[src/sv/assert_macros.svh]
// assertion helpers, clocked on clk and held off while arst_n is low
`ifndef ASSERT_MACROS_SVH
`define ASSERT_MACROS_SVH

// generic clocked property check
`define ASSERT_PROP(lbl, prop, msg) \
	lbl: assert property (@(posedge clk) disable iff (!arst_n) prop) else $error(msg);

// implication check built on the generic form
`define ASSERT_IMPL(lbl, ante, cons, msg) \
	`ASSERT_PROP(lbl, (ante) |-> (cons), msg)

`endif

[src/sv/hhr_pkg.sv]
package hhr_pkg;

	// field widths
	localparam int HUE_W  = 15;
	localparam int Q_W    = 9;
	localparam int SEC_W  = 3;
	localparam int FRAC_W = 12;
	localparam int CN_W   = 17;
	localparam int MP_W   = 18;
	localparam int PROD_W = 28;
	localparam int NUM_W  = 29;

	// fixed point limits
	localparam logic [HUE_W-1:0]  HUE_MAX     = 15'd23039;
	localparam logic [FRAC_W-1:0] SECTOR_SPAN = 12'd3840;
	localparam logic [Q_W-1:0]    Q_ONE       = 9'd256;

	// what a channel shows: nothing, the x term or full chroma
	typedef enum logic [1:0] {
		SEL_ZERO,
		SEL_X,
		SEL_C
	} chan_sel_t;

	typedef struct packed {
		chan_sel_t r;
		chan_sel_t g;
		chan_sel_t b;
	} sel_set_t;

	// stage 1: clamped inputs, chroma and hue sector
	typedef struct packed {
		logic              act;
		logic [Q_W-1:0]    lv;
		logic [CN_W-1:0]   cn;
		logic [SEC_W-1:0]  sector;
		logic [FRAC_W-1:0] f;
		logic [7:0]        alpha;
	} front_t;

	// stage 2: scaled chroma, x product and offset
	typedef struct packed {
		logic [PROD_W-1:0] p;
		logic [PROD_W-1:0] cf;
		logic [NUM_W-1:0]  mc;
		logic [SEC_W-1:0]  sector;
		logic [7:0]        alpha;
	} mix_t;

	// channel roles for each 60 degree sector
	function automatic sel_set_t sector_sel(input logic [SEC_W-1:0] sector);
		sel_set_t s;
		unique case (sector)
			3'd0:    s = '{r: SEL_C,    g: SEL_X,    b: SEL_ZERO};
			3'd1:    s = '{r: SEL_X,    g: SEL_C,    b: SEL_ZERO};
			3'd2:    s = '{r: SEL_ZERO, g: SEL_C,    b: SEL_X};
			3'd3:    s = '{r: SEL_ZERO, g: SEL_X,    b: SEL_C};
			3'd4:    s = '{r: SEL_X,    g: SEL_ZERO, b: SEL_C};
			default: s = '{r: SEL_C,    g: SEL_ZERO, b: SEL_X};
		endcase
		return s;
	endfunction

endpackage

[src/sv/hhr_front.sv]
module hhr_front
	import hhr_pkg::*;
(
	input  logic             clk,
	input  logic             en,
	input  logic             act,
	input  logic [HUE_W-1:0] hue,
	input  logic [Q_W-1:0]   saturation,
	input  logic [Q_W-1:0]   level,
	input  logic [7:0]       alpha_in,
	output front_t           stage_s1
);

	logic [HUE_W-1:0]  h_c;
	logic [Q_W-1:0]    s_c;
	logic [Q_W-1:0]    l_c;
	logic [Q_W:0]      l2;
	logic [Q_W-1:0]    l_dev;
	logic [Q_W-1:0]    mul_a;
	logic [2*Q_W-1:0]  cn_full;
	logic [SEC_W-1:0]  sec;
	logic [HUE_W-1:0]  base;
	logic [HUE_W-1:0]  frac_full;

	// clamp to the legal ranges
	assign h_c = (hue > HUE_MAX) ? HUE_MAX : hue;
	assign s_c = (saturation > Q_ONE) ? Q_ONE : saturation;
	assign l_c = (level > Q_ONE) ? Q_ONE : level;

	// chroma: (1 - |2l - 1|) * s for hsl, v * s for hsv
	assign l2    = {l_c, 1'b0};
	assign l_dev = (l2 >= {1'b0, Q_ONE}) ? Q_W'(l2 - {1'b0, Q_ONE})
	                                     : Q_W'({1'b0, Q_ONE} - l2);
	assign mul_a = act ? l_c : Q_ONE - l_dev;
	assign cn_full = mul_a * s_c;

	// hue sector and position inside it
	always_comb begin
		priority if (h_c >= HUE_W'(5 * SECTOR_SPAN)) begin
			sec  = 3'd5;
			base = HUE_W'(5 * SECTOR_SPAN);
		end else if (h_c >= HUE_W'(4 * SECTOR_SPAN)) begin
			sec  = 3'd4;
			base = HUE_W'(4 * SECTOR_SPAN);
		end else if (h_c >= HUE_W'(3 * SECTOR_SPAN)) begin
			sec  = 3'd3;
			base = HUE_W'(3 * SECTOR_SPAN);
		end else if (h_c >= HUE_W'(2 * SECTOR_SPAN)) begin
			sec  = 3'd2;
			base = HUE_W'(2 * SECTOR_SPAN);
		end else if (h_c >= HUE_W'(SECTOR_SPAN)) begin
			sec  = 3'd1;
			base = HUE_W'(SECTOR_SPAN);
		end else begin
			sec  = 3'd0;
			base = '0;
		end
	end
	assign frac_full = h_c - base;

	// stage 1 register
	always_ff @(posedge clk) begin
		if (en) begin
			stage_s1.act    <= act;
			stage_s1.lv     <= l_c;
			stage_s1.cn     <= cn_full[CN_W-1:0];
			stage_s1.sector <= sec;
			stage_s1.f      <= frac_full[FRAC_W-1:0];
			stage_s1.alpha  <= alpha_in;
		end
	end

endmodule

[src/sv/hhr_mix.sv]
module hhr_mix
	import hhr_pkg::*;
(
	input  logic   clk,
	input  logic   en,
	input  front_t stage_s1,
	output mix_t   stage_s2
);

	logic [FRAC_W-1:0]      xf;
	logic [CN_W+FRAC_W-1:0] p_full;
	logic [CN_W+FRAC_W-1:0] cf_full;
	logic [MP_W-1:0]        lv_sh;
	logic [MP_W-1:0]        mp;
	logic [MP_W+FRAC_W-1:0] mc_full;

	// x weight falls on odd sectors
	assign xf = stage_s1.sector[0] ? SECTOR_SPAN - stage_s1.f : stage_s1.f;

	// chroma times x weight and times full span
	assign p_full  = stage_s1.cn * xf;
	assign cf_full = stage_s1.cn * SECTOR_SPAN;

	// offset term, in units of the x product
	assign lv_sh = {stage_s1.lv, 9'd0};
	assign mp    = stage_s1.act ? lv_sh - {stage_s1.cn, 1'b0}
	                            : lv_sh - {1'b0, stage_s1.cn};
	assign mc_full = mp * SECTOR_SPAN;

	// stage 2 register
	always_ff @(posedge clk) begin
		if (en) begin
			stage_s2.p      <= p_full[PROD_W-1:0];
			stage_s2.cf     <= cf_full[PROD_W-1:0];
			stage_s2.mc     <= mc_full[NUM_W-1:0];
			stage_s2.sector <= stage_s1.sector;
			stage_s2.alpha  <= stage_s1.alpha;
		end
	end

endmodule

[src/sv/hhr_chan.sv]
module hhr_chan
	import hhr_pkg::*;
(
	input  logic              clk,
	input  logic              en3,
	input  logic              en4,
	input  chan_sel_t         sel,
	input  logic [PROD_W-1:0] p,
	input  logic [PROD_W-1:0] cf,
	input  logic [NUM_W-1:0]  mc,
	output logic [7:0]        chan_s4
);

	logic [PROD_W-1:0]  term;
	logic [NUM_W:0]     sum;
	logic [NUM_W-1:0]   num_s3;
	logic [NUM_W+4:0]   scaled;
	logic [8:0]         q;

	// pick this channel's share of the chroma
	always_comb begin
		unique case (sel)
			SEL_X:   term = p;
			SEL_C:   term = cf;
			default: term = '0;
		endcase
	end
	assign sum = {1'b0, term, 1'b0} + {1'b0, mc};

	// stage 3 register
	always_ff @(posedge clk) begin
		if (en3) begin
			num_s3 <= sum[NUM_W-1:0];
		end
	end

	// times 255 over the common denominator reduces to times 17 over 2^25
	assign scaled = {1'b0, num_s3, 4'd0} + {5'd0, num_s3};
	assign q      = scaled[NUM_W+4:NUM_W-4];

	// stage 4 register with saturation
	always_ff @(posedge clk) begin
		if (en4) begin
			chan_s4 <= q[8] ? 8'd255 : q[7:0];
		end
	end

endmodule

[src/sv/hsl_hsv_to_rgb.sv]
// hsl or hsv to rgb, one pixel per request
// data passes the stage 1 to stage 4 registers from input accept to output valid
// throughput: one request per cycle when m_tready does not stall the four register stages
// each stage moves on when it is empty or the next stage moves
// reset clears the stage valid bits only, data registers are not reset
`include "assert_macros.svh"

module hsl_hsv_to_rgb
	import hhr_pkg::*;
(
	input  logic        clk,
	input  logic        arst_n,
	input  logic        s_tvalid,
	output logic        s_tready,
	input  logic [47:0] s_tdata,  // hue[14:0], saturation[23:15], level[32:24], alpha_in[40:33]
	input  logic        s_tuser,  // action
	output logic        m_tvalid,
	input  logic        m_tready,
	output logic [31:0] m_tdata   // red[7:0], green[15:8], blue[23:16], alpha_out[31:24]
);

	logic       v_s1, v_s2, v_s3, v_s4;
	logic       en1, en2, en3, en4;
	front_t     stage_s1;
	mix_t       stage_s2;
	sel_set_t   sel;
	logic [7:0] alpha_s3, alpha_s4;
	logic [7:0] red_s4, green_s4, blue_s4;

	// a stage advances when empty or when the next one advances
	assign en4 = !v_s4 || m_tready;
	assign en3 = !v_s3 || en4;
	assign en2 = !v_s2 || en3;
	assign en1 = !v_s1 || en2;
	assign s_tready = en1;

	// valid bits
	always_ff @(posedge clk or negedge arst_n) begin
		if (!arst_n) begin
			v_s1 <= 1'b0;
			v_s2 <= 1'b0;
			v_s3 <= 1'b0;
			v_s4 <= 1'b0;
		end else begin
			if (en1) v_s1 <= s_tvalid;
			if (en2) v_s2 <= v_s1;
			if (en3) v_s3 <= v_s2;
			if (en4) v_s4 <= v_s3;
		end
	end

	hhr_front u_front (
		.clk        (clk),
		.en         (en1),
		.act        (s_tuser),
		.hue        (s_tdata[14:0]),
		.saturation (s_tdata[23:15]),
		.level      (s_tdata[32:24]),
		.alpha_in   (s_tdata[40:33]),
		.stage_s1   (stage_s1)
	);

	hhr_mix u_mix (
		.clk      (clk),
		.en       (en2),
		.stage_s1 (stage_s1),
		.stage_s2 (stage_s2)
	);

	// sector decides which channel gets chroma, x or nothing
	assign sel = sector_sel(stage_s2.sector);

	hhr_chan u_red (
		.clk     (clk),
		.en3     (en3),
		.en4     (en4),
		.sel     (sel.r),
		.p       (stage_s2.p),
		.cf      (stage_s2.cf),
		.mc      (stage_s2.mc),
		.chan_s4 (red_s4)
	);

	hhr_chan u_green (
		.clk     (clk),
		.en3     (en3),
		.en4     (en4),
		.sel     (sel.g),
		.p       (stage_s2.p),
		.cf      (stage_s2.cf),
		.mc      (stage_s2.mc),
		.chan_s4 (green_s4)
	);

	hhr_chan u_blue (
		.clk     (clk),
		.en3     (en3),
		.en4     (en4),
		.sel     (sel.b),
		.p       (stage_s2.p),
		.cf      (stage_s2.cf),
		.mc      (stage_s2.mc),
		.chan_s4 (blue_s4)
	);

	// alpha rides along with the channel stages
	always_ff @(posedge clk) begin
		if (en3) alpha_s3 <= stage_s2.alpha;
		if (en4) alpha_s4 <= alpha_s3;
	end

	assign m_tvalid = v_s4;
	assign m_tdata  = {alpha_s4, blue_s4, green_s4, red_s4};

	// a free output stage means the whole pipe can take a request
	`ASSERT_IMPL(a_ready_when_drained, !m_tvalid || m_tready, s_tready,
		"input not ready although output stage is free")

	// with the sink ready throughout, an accepted request reaches the output valid
	`ASSERT_PROP(a_latency,
		(s_tvalid && s_tready) ##1 m_tready ##1 m_tready ##1 m_tready |=> m_tvalid,
		"request did not reach the output in four cycles")

endmodule
[config.mk]
export PLATFORM = sky130hd
export DESIGN_NAME = hsl_hsv_to_rgb
export DESIGN_NICKNAME = d
export VERILOG_FILES = /design/src/sv/hhr_pkg.sv /design/src/sv/hhr_front.sv /design/src/sv/hhr_mix.sv /design/src/sv/hhr_chan.sv /design/src/sv/hsl_hsv_to_rgb.sv
export VERILOG_INCLUDE_DIRS = /design/src /design/src/sv
export SDC_FILE = /design/constraint.sdc
export NUM_CORES = 1
export LEC_CHECK = 0
export BUFFER_PORTS_ARGS = -buffer_cell sky130_fd_sc_hd__buf_2
export CAP_MARGIN = 5
export CORE_MARGIN = 10
export CORE_UTILIZATION = 35
export CTS_CLUSTER_SIZE = 8
export DETAILED_ROUTE_END_ITERATION = 6
export SLEW_MARGIN = 20
export SYNTH_ARGS = -nofsm -noshare
export SYNTH_HDL_FRONTEND = slang
export SYNTH_SLANG_ARGS = --single-unit
export TNS_END_PERCENT = 5
[constraint.sdc]
create_clock -name clk -period 13.7 [get_ports clk]
set_input_delay 2.74 -clock clk [delete_from_list [all_inputs] [get_ports clk]]
set_output_delay 2.74 -clock clk [all_outputs]
set_load 0.005 [all_outputs]
==> impl_metrics.env, run 1 <==
export IMPL_setup_violations_final=0
export IMPL_ios=87
export IMPL_final_common_cell="inv_1"
export IMPL_synth_distinct_cells=75
export IMPL_period_share_pct=64.6
export IMPL_setup_tns_ps=0
export IMPL_cp_max_fo=26
export IMPL_top_layer_used="met4"
export IMPL_async_reset_ff_share_pct=1.55
export IMPL_r2r_start="u_front.stage_s1[8]"
export IMPL_r2r_setup_slack_ps=5620
export IMPL_required_ps=14000
export IMPL_slowest_delay_ps=720
export IMPL_yosys_warnings=0
export IMPL_fin_nets=3390
export IMPL_synth_fp_nets=3310
export IMPL_netlist_area_sq_um=27200
export IMPL_worstSetupStartpoint="s_tdata[32]"
export IMPL_ant_nets=0
export IMPL_clock_skew_ps=39.0
export IMPL_grt_pass1_wl_um=104000
export IMPL_cts_tree="done"
export IMPL_path_class="input pin to flip-flop"
export IMPL_cts_root_buffer="clkbuf_16"
export IMPL_die_y_um=299
export IMPL_cts_buffers=38
export IMPL_place_congestion=0.835
export IMPL_slew_violations=0
export IMPL_cts_setup_buffers=0
export IMPL_worst_skew_pair_late_latency_ps=570
export IMPL_initial_utilization_pct=35.2
export IMPL_rows=102
export IMPL_grt_pass1_vias=19900
export IMPL_clk_pin_slew_worst_paths_ps=50
export IMPL_critPathLaunchType="input pin"
export IMPL_met1Wirelength_um=28700
export IMPL_cp_arrival_ps=9150
export IMPL_diodes=0
export IMPL_status="completed"
export IMPL_synth_ff_type="edfxtp_1"
export IMPL_relSlewSlack_pct=32.6
export IMPL_syn_inst=2685
export IMPL_wl_met3_um=2530
export IMPL_dr_first_iter_drc_count=1116
export IMPL_max_freq_mhz=113
export IMPL_cap_violations=0
export IMPL_grt_remaining_overflow=0
export IMPL_holdCritStartpoint="alpha_s3[0]"
export IMPL_drt_pass1_iter_count=5
export IMPL_synth_seq_area_share_pct=28.4
export IMPL_clock_sinks=258
export IMPL_core_sq_um=77200
export IMPL_hp_class="flip-flop to flip-flop"
export IMPL_drc_errors=0
export IMPL_final_cell_mix="inv_1 (334), ha_1 (307), fa_1 (265), edfxtp_1 (254), nand2_1 (215)"
export IMPL_viasPerCell=5.04
export IMPL_yosys_register_bits=258
export IMPL_synth_edf_count=254
export IMPL_syn_to_final_growth_pct=10.1
export IMPL_grt_use_total_pct=14.1
export IMPL_wl_met2_um=30500
export IMPL_crit_family="adder cells"
export IMPL_wirelength_um=62800
export IMPL_crit_slowest_cell="a21oi_1"
export IMPL_grt_max_degree=73
export IMPL_post_cts_resized=0
export IMPL_port_buffers=79
export IMPL_cpMostUsedCell="fa_1"
export IMPL_rsz0062_at_grt="false"
export IMPL_finalCriticalPeriod_ps=8840
export IMPL_die_area_sq_um=89300
export IMPL_die_x_um=299
export IMPL_worstMarginPinSlew_ps=1010
export IMPL_holdBufCountCts=0
export IMPL_path_buf_inv=3
export IMPL_wire_per_inst_um=16.5
export IMPL_antenna_found_initial=1
export IMPL_finalHoldViolations=0
export IMPL_fillers=7602
export IMPL_drive_gt1_share_pct=6.89
export IMPL_syn_area_per_cell_sq_um=10.1
export IMPL_hpwl_um=49900
export IMPL_crit_chain="buf_2 > nand2b_1 > ha_1 > or3_1 > a41oi_1 > xnor2_1 > nor2_1 > a21oi_1 > nor2_1 > fa_1 > fa_1 > fa_1 > inv_1 > fa_1 > inv_1 > ha_1 > or2_2 > a21oi_1 > a211oi_1 > o31ai_1 > nand2b_1 > a21oi_1 > xnor2_1"
export IMPL_vias=19200
export IMPL_cp_end_kind="flip-flop"
export IMPL_htree_levels=2
export IMPL_clk_path_buf_depth=3
==> through the flow <==
step / instance area [sq um] / hold slack (ps) / instances / utilization, % / setup WS [ps]
after floorplan: 27200 / 400 / 2685 / - / 5040
after global placement: 28900 / 400 / 3765 / 37.4 / 4370
after detailed placement: 28900 / 405 / 3765 / 37.4 / 4350
after CTS: 29900 / 416 / 3814 / 38.8 / 4960
after global routing: 30000 / 419 / 3814 / 38.8 / 4330
final: 30000 / 414 / 3814 / 38.8 / 4860
==> logic make-up after synthesis <==
family	after synthesis	synth area share, %
AOI/OAI and AO/OA	509	12.9
xor gates and xnor gates	177	5.73
adders and majority gates	572	33.6
buffers and inverters	401	5.54
DFF	258	28.4
muxes	13	0.520
and+or+nand+nor	755	13.3
==> path summary, 6_finish.rpt <==
| path | end | cells after the start |
|---|---|---|
| worst max-delay path | u_front.stage_s1[39] | 23 |
| worst min-delay path | alpha_s4[0] | 0 |
| worst max register to register | u_mix.stage_s2[94] | 22 |
| worst min register to register | alpha_s4[0] | 0 |
| max in group asynchronous | v_s2 | 1 |
| min in group asynchronous | v_s3 | 1 |
==> per-layer routing <==
metal | global-route usage, % | vias up
met5 | 0 | -
met4 | 3.33 | 0
met3 | 1.87 | 65
met2 | 24.4 | 305
met1 | 18.5 | 9408
li1 | - | 9431
==> state kept, by name, indices dropped and copies added (netlist names) <==
register,flops
u_mix.stage_s2,80
u_front.stage_s1,50
u_blue.num_s3,28
u_green.num_s3,28
u_red.num_s3,28
alpha_s3,8
alpha_s4,8
u_blue.chan_s4,8
u_green.chan_s4,8
u_red.chan_s4,8
m_tvalid,1
v_s1,1
v_s2,1
v_s3,1
==> cells in the mapped netlist, types with 10 or more instances <==
| cell | instances | area (sq um) |
|---|---|---|
| a21o_1 | 41 | 308 |
| xnor2_1 | 145 | 1270 |
| or3_1 | 14 | 87.6 |
| nor2_1 | 196 | 736 |
| nor3_1 | 52 | 260 |
| ha_1 | 307 | 3840 |
| a22oi_1 | 25 | 188 |
| a31oi_1 | 19 | 119 |
| o31ai_1 | 10 | 75.1 |
| a21oi_1 | 116 | 581 |
| o211ai_1 | 15 | 113 |
| xor2_1 | 31 | 272 |
| nor2b_1 | 43 | 269 |
| nand2_1 | 216 | 811 |
| o21ai_0 | 77 | 385 |
| and2_1 | 75 | 469 |
| a22o_1 | 36 | 315 |
| nand2b_1 | 47 | 294 |
| nand3_1 | 42 | 210 |
| edfxtp_1 | 254 | 7630 |
| nand4_1 | 10 | 62.6 |
| inv_1 | 334 | 1250 |
| o21ai_1 | 10 | 50.1 |
| and3_1 | 19 | 119 |
| o21a_1 | 36 | 270 |
| o21bai_1 | 19 | 143 |
| a211oi_1 | 24 | 180 |
| fa_1 | 265 | 5310 |
| nor4_1 | 11 | 68.8 |
| clkbuf_1 | 60 | 225 |
==> cell type report <==
cell class | count | area (sq um) | share of cell area [%]
sequential | 258 | 7730 | 25.8
tap | 1040 | 1300 | 4.34
multi-input combinational | 2026 | 18000 | 60.2
clock buffer | 45 | 977 | 3.26
clock inverter | 4 | 70.1 | 0.234
inverter | 334 | 1250 | 4.19
timing repair buffer | 107 | 606 | 2.02
Power of run 1 is left out: the tool's default activity adds up to more than one toggle a clock period on the data nets, which glitch-free logic cannot reach.
==> inputs of run 2 (changes only) <==
--- a/config.mk
+++ b/config.mk
@@ -6,6 +6,7 @@
 export SDC_FILE = /design/constraint.sdc
 export NUM_CORES = 1
 export LEC_CHECK = 0
+export ABC_AREA = 1
 export BUFFER_PORTS_ARGS = -buffer_cell sky130_fd_sc_hd__buf_2
 export CAP_MARGIN = 5
 export CORE_MARGIN = 10
==> constraint.sdc (replaced) <==
create_clock -name clk -period 7.3 [get_ports clk]
set_input_delay 1.46 -clock clk [delete_from_list [all_inputs] [get_ports clk]]
set_output_delay 1.46 -clock clk [all_outputs]
set_load 0.005 [all_outputs]
==> run 2 against run 1 <==
Compared with the run above: first-iteration DRC count increased by 44%; count of clock-buffer cells in the layout increased by 7; register-to-register slack got worse by 5100 ps; design area increased by 11%; final cell count increased by 30%; wire length increased by 32%; die area increased by 10%; synthesized cell count increased by 38%; worst hold slack got worse by 2.5 ps.
==> impl_metrics.env, run 2 <==
export IMPL_yosys_top_cells_area="edfxtp_1 (25%), fa_1 (18%), ha_1 (13%), nand2_1 (10%), inv_1 (7.6%)"
export IMPL_synth_compound_area_share_pct=10.6
export IMPL_setup_violations_final=0
export IMPL_cts_setup_buffers=0
export IMPL_rows=107
export IMPL_synth_top_area_cell="edfxtp_1"
export IMPL_path_class="flip-flop to flip-flop"
export IMPL_worst_skew_pair_late_latency_ps=600
export IMPL_critPathLaunchType="flip-flop"
export IMPL_yosys_area_top_type_share_pct=25.3
export IMPL_async_reset_ff_share_pct=1.55
export IMPL_cp_arrival_ps=7070
export IMPL_yosys_register_bits=258
export IMPL_antenna_found_initial=1
export IMPL_hpwl_um=68600
export IMPL_synth_seq_area_share_pct=25.6
export IMPL_drt_pass1_iter_count=7
export IMPL_final_common_cell="nand2_1"
export IMPL_port_buffers=79
export IMPL_finalCriticalPeriod_ps=6740
export IMPL_grt_remaining_overflow=0
export IMPL_syn_area_per_cell_sq_um=8.15
export IMPL_clock_sinks=258
export IMPL_yosysMostFrequentCell="nand2_1"
export IMPL_clock_skew_ps=40.4
export IMPL_clk_pin_slew_worst_paths_ps=50
export IMPL_grt_pass1_wl_um=134000
export IMPL_cap_violations=0
export IMPL_synth_edf_count=254
export IMPL_die_x_um=313
export IMPL_final_core_util_pct=39.0
export IMPL_synth_ff_type="edfxtp_1"
export IMPL_grt_max_degree=78
export IMPL_synth_xor_area_share_pct=4.39
export IMPL_period_share_pct=92.4
export IMPL_place_congestion=0.952
export IMPL_htree_levels=2
export IMPL_fin_area_sq_um=33300
export IMPL_ios=87
export IMPL_grt_pass1_vias=24700
export IMPL_relSlewSlack_pct=35.8
export IMPL_netlist_area_sq_um=30100
export IMPL_slew_violations=0
export IMPL_ant_nets=0
export IMPL_core_sq_um=85300
export IMPL_slowest_delay_ps=570
export IMPL_fillers=8802
export IMPL_synth_top_family_by_area="adder cells"
export IMPL_cts_tree="done"
export IMPL_max_freq_mhz=148
export IMPL_setup_tns_ps=0
export IMPL_wire_per_inst_um=16.6
export IMPL_wirelength_um=82700
export IMPL_grt_use_total_pct=16.8
export IMPL_vias=24800
export IMPL_clk_path_buf_depth=3
export IMPL_dr_first_iter_drc_count=1606
export IMPL_required_ps=7620
export IMPL_reg_top3="u_mix.stage_s2: 80 flops, u_front.stage_s1: 50 flops"
export IMPL_synth_area_mux_share_pct=0
export IMPL_drc_errors=0
export IMPL_synthTopCellsByCount="nand2_1 (807), inv_1 (613), nor2_1 (324)"
export IMPL_crit_slowest_cell="fa_1"
export IMPL_final_cell_mix="nand2_1 (806), inv_1 (611), nor2_1 (324), ha_1 (307), fa_1 (265)"
export IMPL_rsz0062_at_grt="false"
export IMPL_synth_fa_ha_area_share_pct=30.3
export IMPL_cp_end_kind="flip-flop"
export IMPL_fin_nets=4430
export IMPL_cts_root_buffer="clkbuf_16"
export IMPL_hp_class="flip-flop to flip-flop"
export IMPL_placed_area_sq_um=32000
export IMPL_synth_distinct_cells=52
export IMPL_worstMarginPinSlew_ps=962
export IMPL_post_cts_resized=0
export IMPL_initial_utilization_pct=35.3
export IMPL_status="completed"
export IMPL_syn_to_final_growth_pct=10.3
export IMPL_syn_inst=3698
export IMPL_largest_reg_flops=80
export IMPL_synth_fp_nets=4323
export IMPL_place_inst=4906
export IMPL_holdBufCountCts=0
export IMPL_crit_chain="nor2_1 > nand2_1 > nor2_1 > nand4_1 > nand2_1 > nand2_1 > or2_2 > nand2_1 > inv_1 > nor2_1 > fa_1 > inv_1 > fa_1 > fa_1 > fa_1 > fa_1 > inv_1 > ha_1 > a21oi_1 > nand2_1 > o21bai_1 > a21oi_1 > o21ai_0 > xor2_1"
export IMPL_drive_gt1_share_pct=5.96
export IMPL_top_register="u_mix.stage_s2"
export IMPL_cts_buffers=41
export IMPL_yosys_warnings=0
export IMPL_die_y_um=313
export IMPL_yosys_area_share_simple_pct=20.6
export IMPL_cp_max_fo=7
export IMPL_finalHoldViolations=0
export IMPL_viasPerCell=5.00
export IMPL_fin_cells=4969
export IMPL_diodes=0
export IMPL_die_area_sq_um=98300
run 2: per-layer routing:
metal  global-route usage [%]  share of wire, %  vias to the layer above
li1                         -                 -                    12300
met1                     22.0                45                    11800
met2                     29.1                48                      582
met3                     1.86               4.2                      111
met4                     4.37               2.5                        0
met5                        0                 0                        -
run 2: logic make-up (layout without fill, tap and decap cells):
family | Yosys count | count (layout)
AND/OR/NAND/NOR | 1481 | 1481
buffers and inverters | 672 | 799
adder cells (fa/ha/maj) | 572 | 572
AO/OA/AOI/OAI | 564 | 564
flip-flops | 258 | 258
XOR/XNOR | 151 | 151
run 2: per-stage QoR:
step,hold WS (ps),setup WS [ps]
after floorplan,400,352
after global placement,402,237
after detailed placement,405,255
after CTS,413,643
after global routing,420,211
final,412,555
run 2: critical path, delay by kind of cell (launching register included):
kind                       cells  cell delay, ps
AOI/OAI and AO/OA              4             850
xor gates and xnor gates       1             390
adders and majority gates      6            2850
buffers and inverters          3             440
DFF                            1             410
and+or+nand+nor               10            1550
run 2: layout make-up:
| type | count | area (sq um) | share of cell area [%] |
|---|---|---|---|
| clock buffers | 52 | 1080 | 3.24 |
| clock inverters | 11 | 131 | 0.395 |
| inverters | 619 | 2330 | 7.00 |
| multi-input cells | 2768 | 19900 | 59.8 |
| flip-flops and latches | 258 | 7730 | 23.2 |
| well taps | 1144 | 1430 | 4.30 |
| repair buffers | 117 | 681 | 2.05 |
run 2: final timing paths:
path / start / cells after the start / to / slack [ps]
min in group asynchronous: arst_n / 1 / v_s1 / 690
worst min-delay path: alpha_s3[6] / 0 / alpha_s4[6] / 410
worst max register to register: u_front.stage_s1[10] / 24 / u_mix.stage_s2[88] / 560
worst max-delay path: u_front.stage_s1[10] / 24 / u_mix.stage_s2[88] / 560
max in group asynchronous: arst_n / 1 / v_s3 / 6470
worst min register to register: alpha_s3[6] / 0 / alpha_s4[6] / 410
Power of run 2 is left out for the same reason.
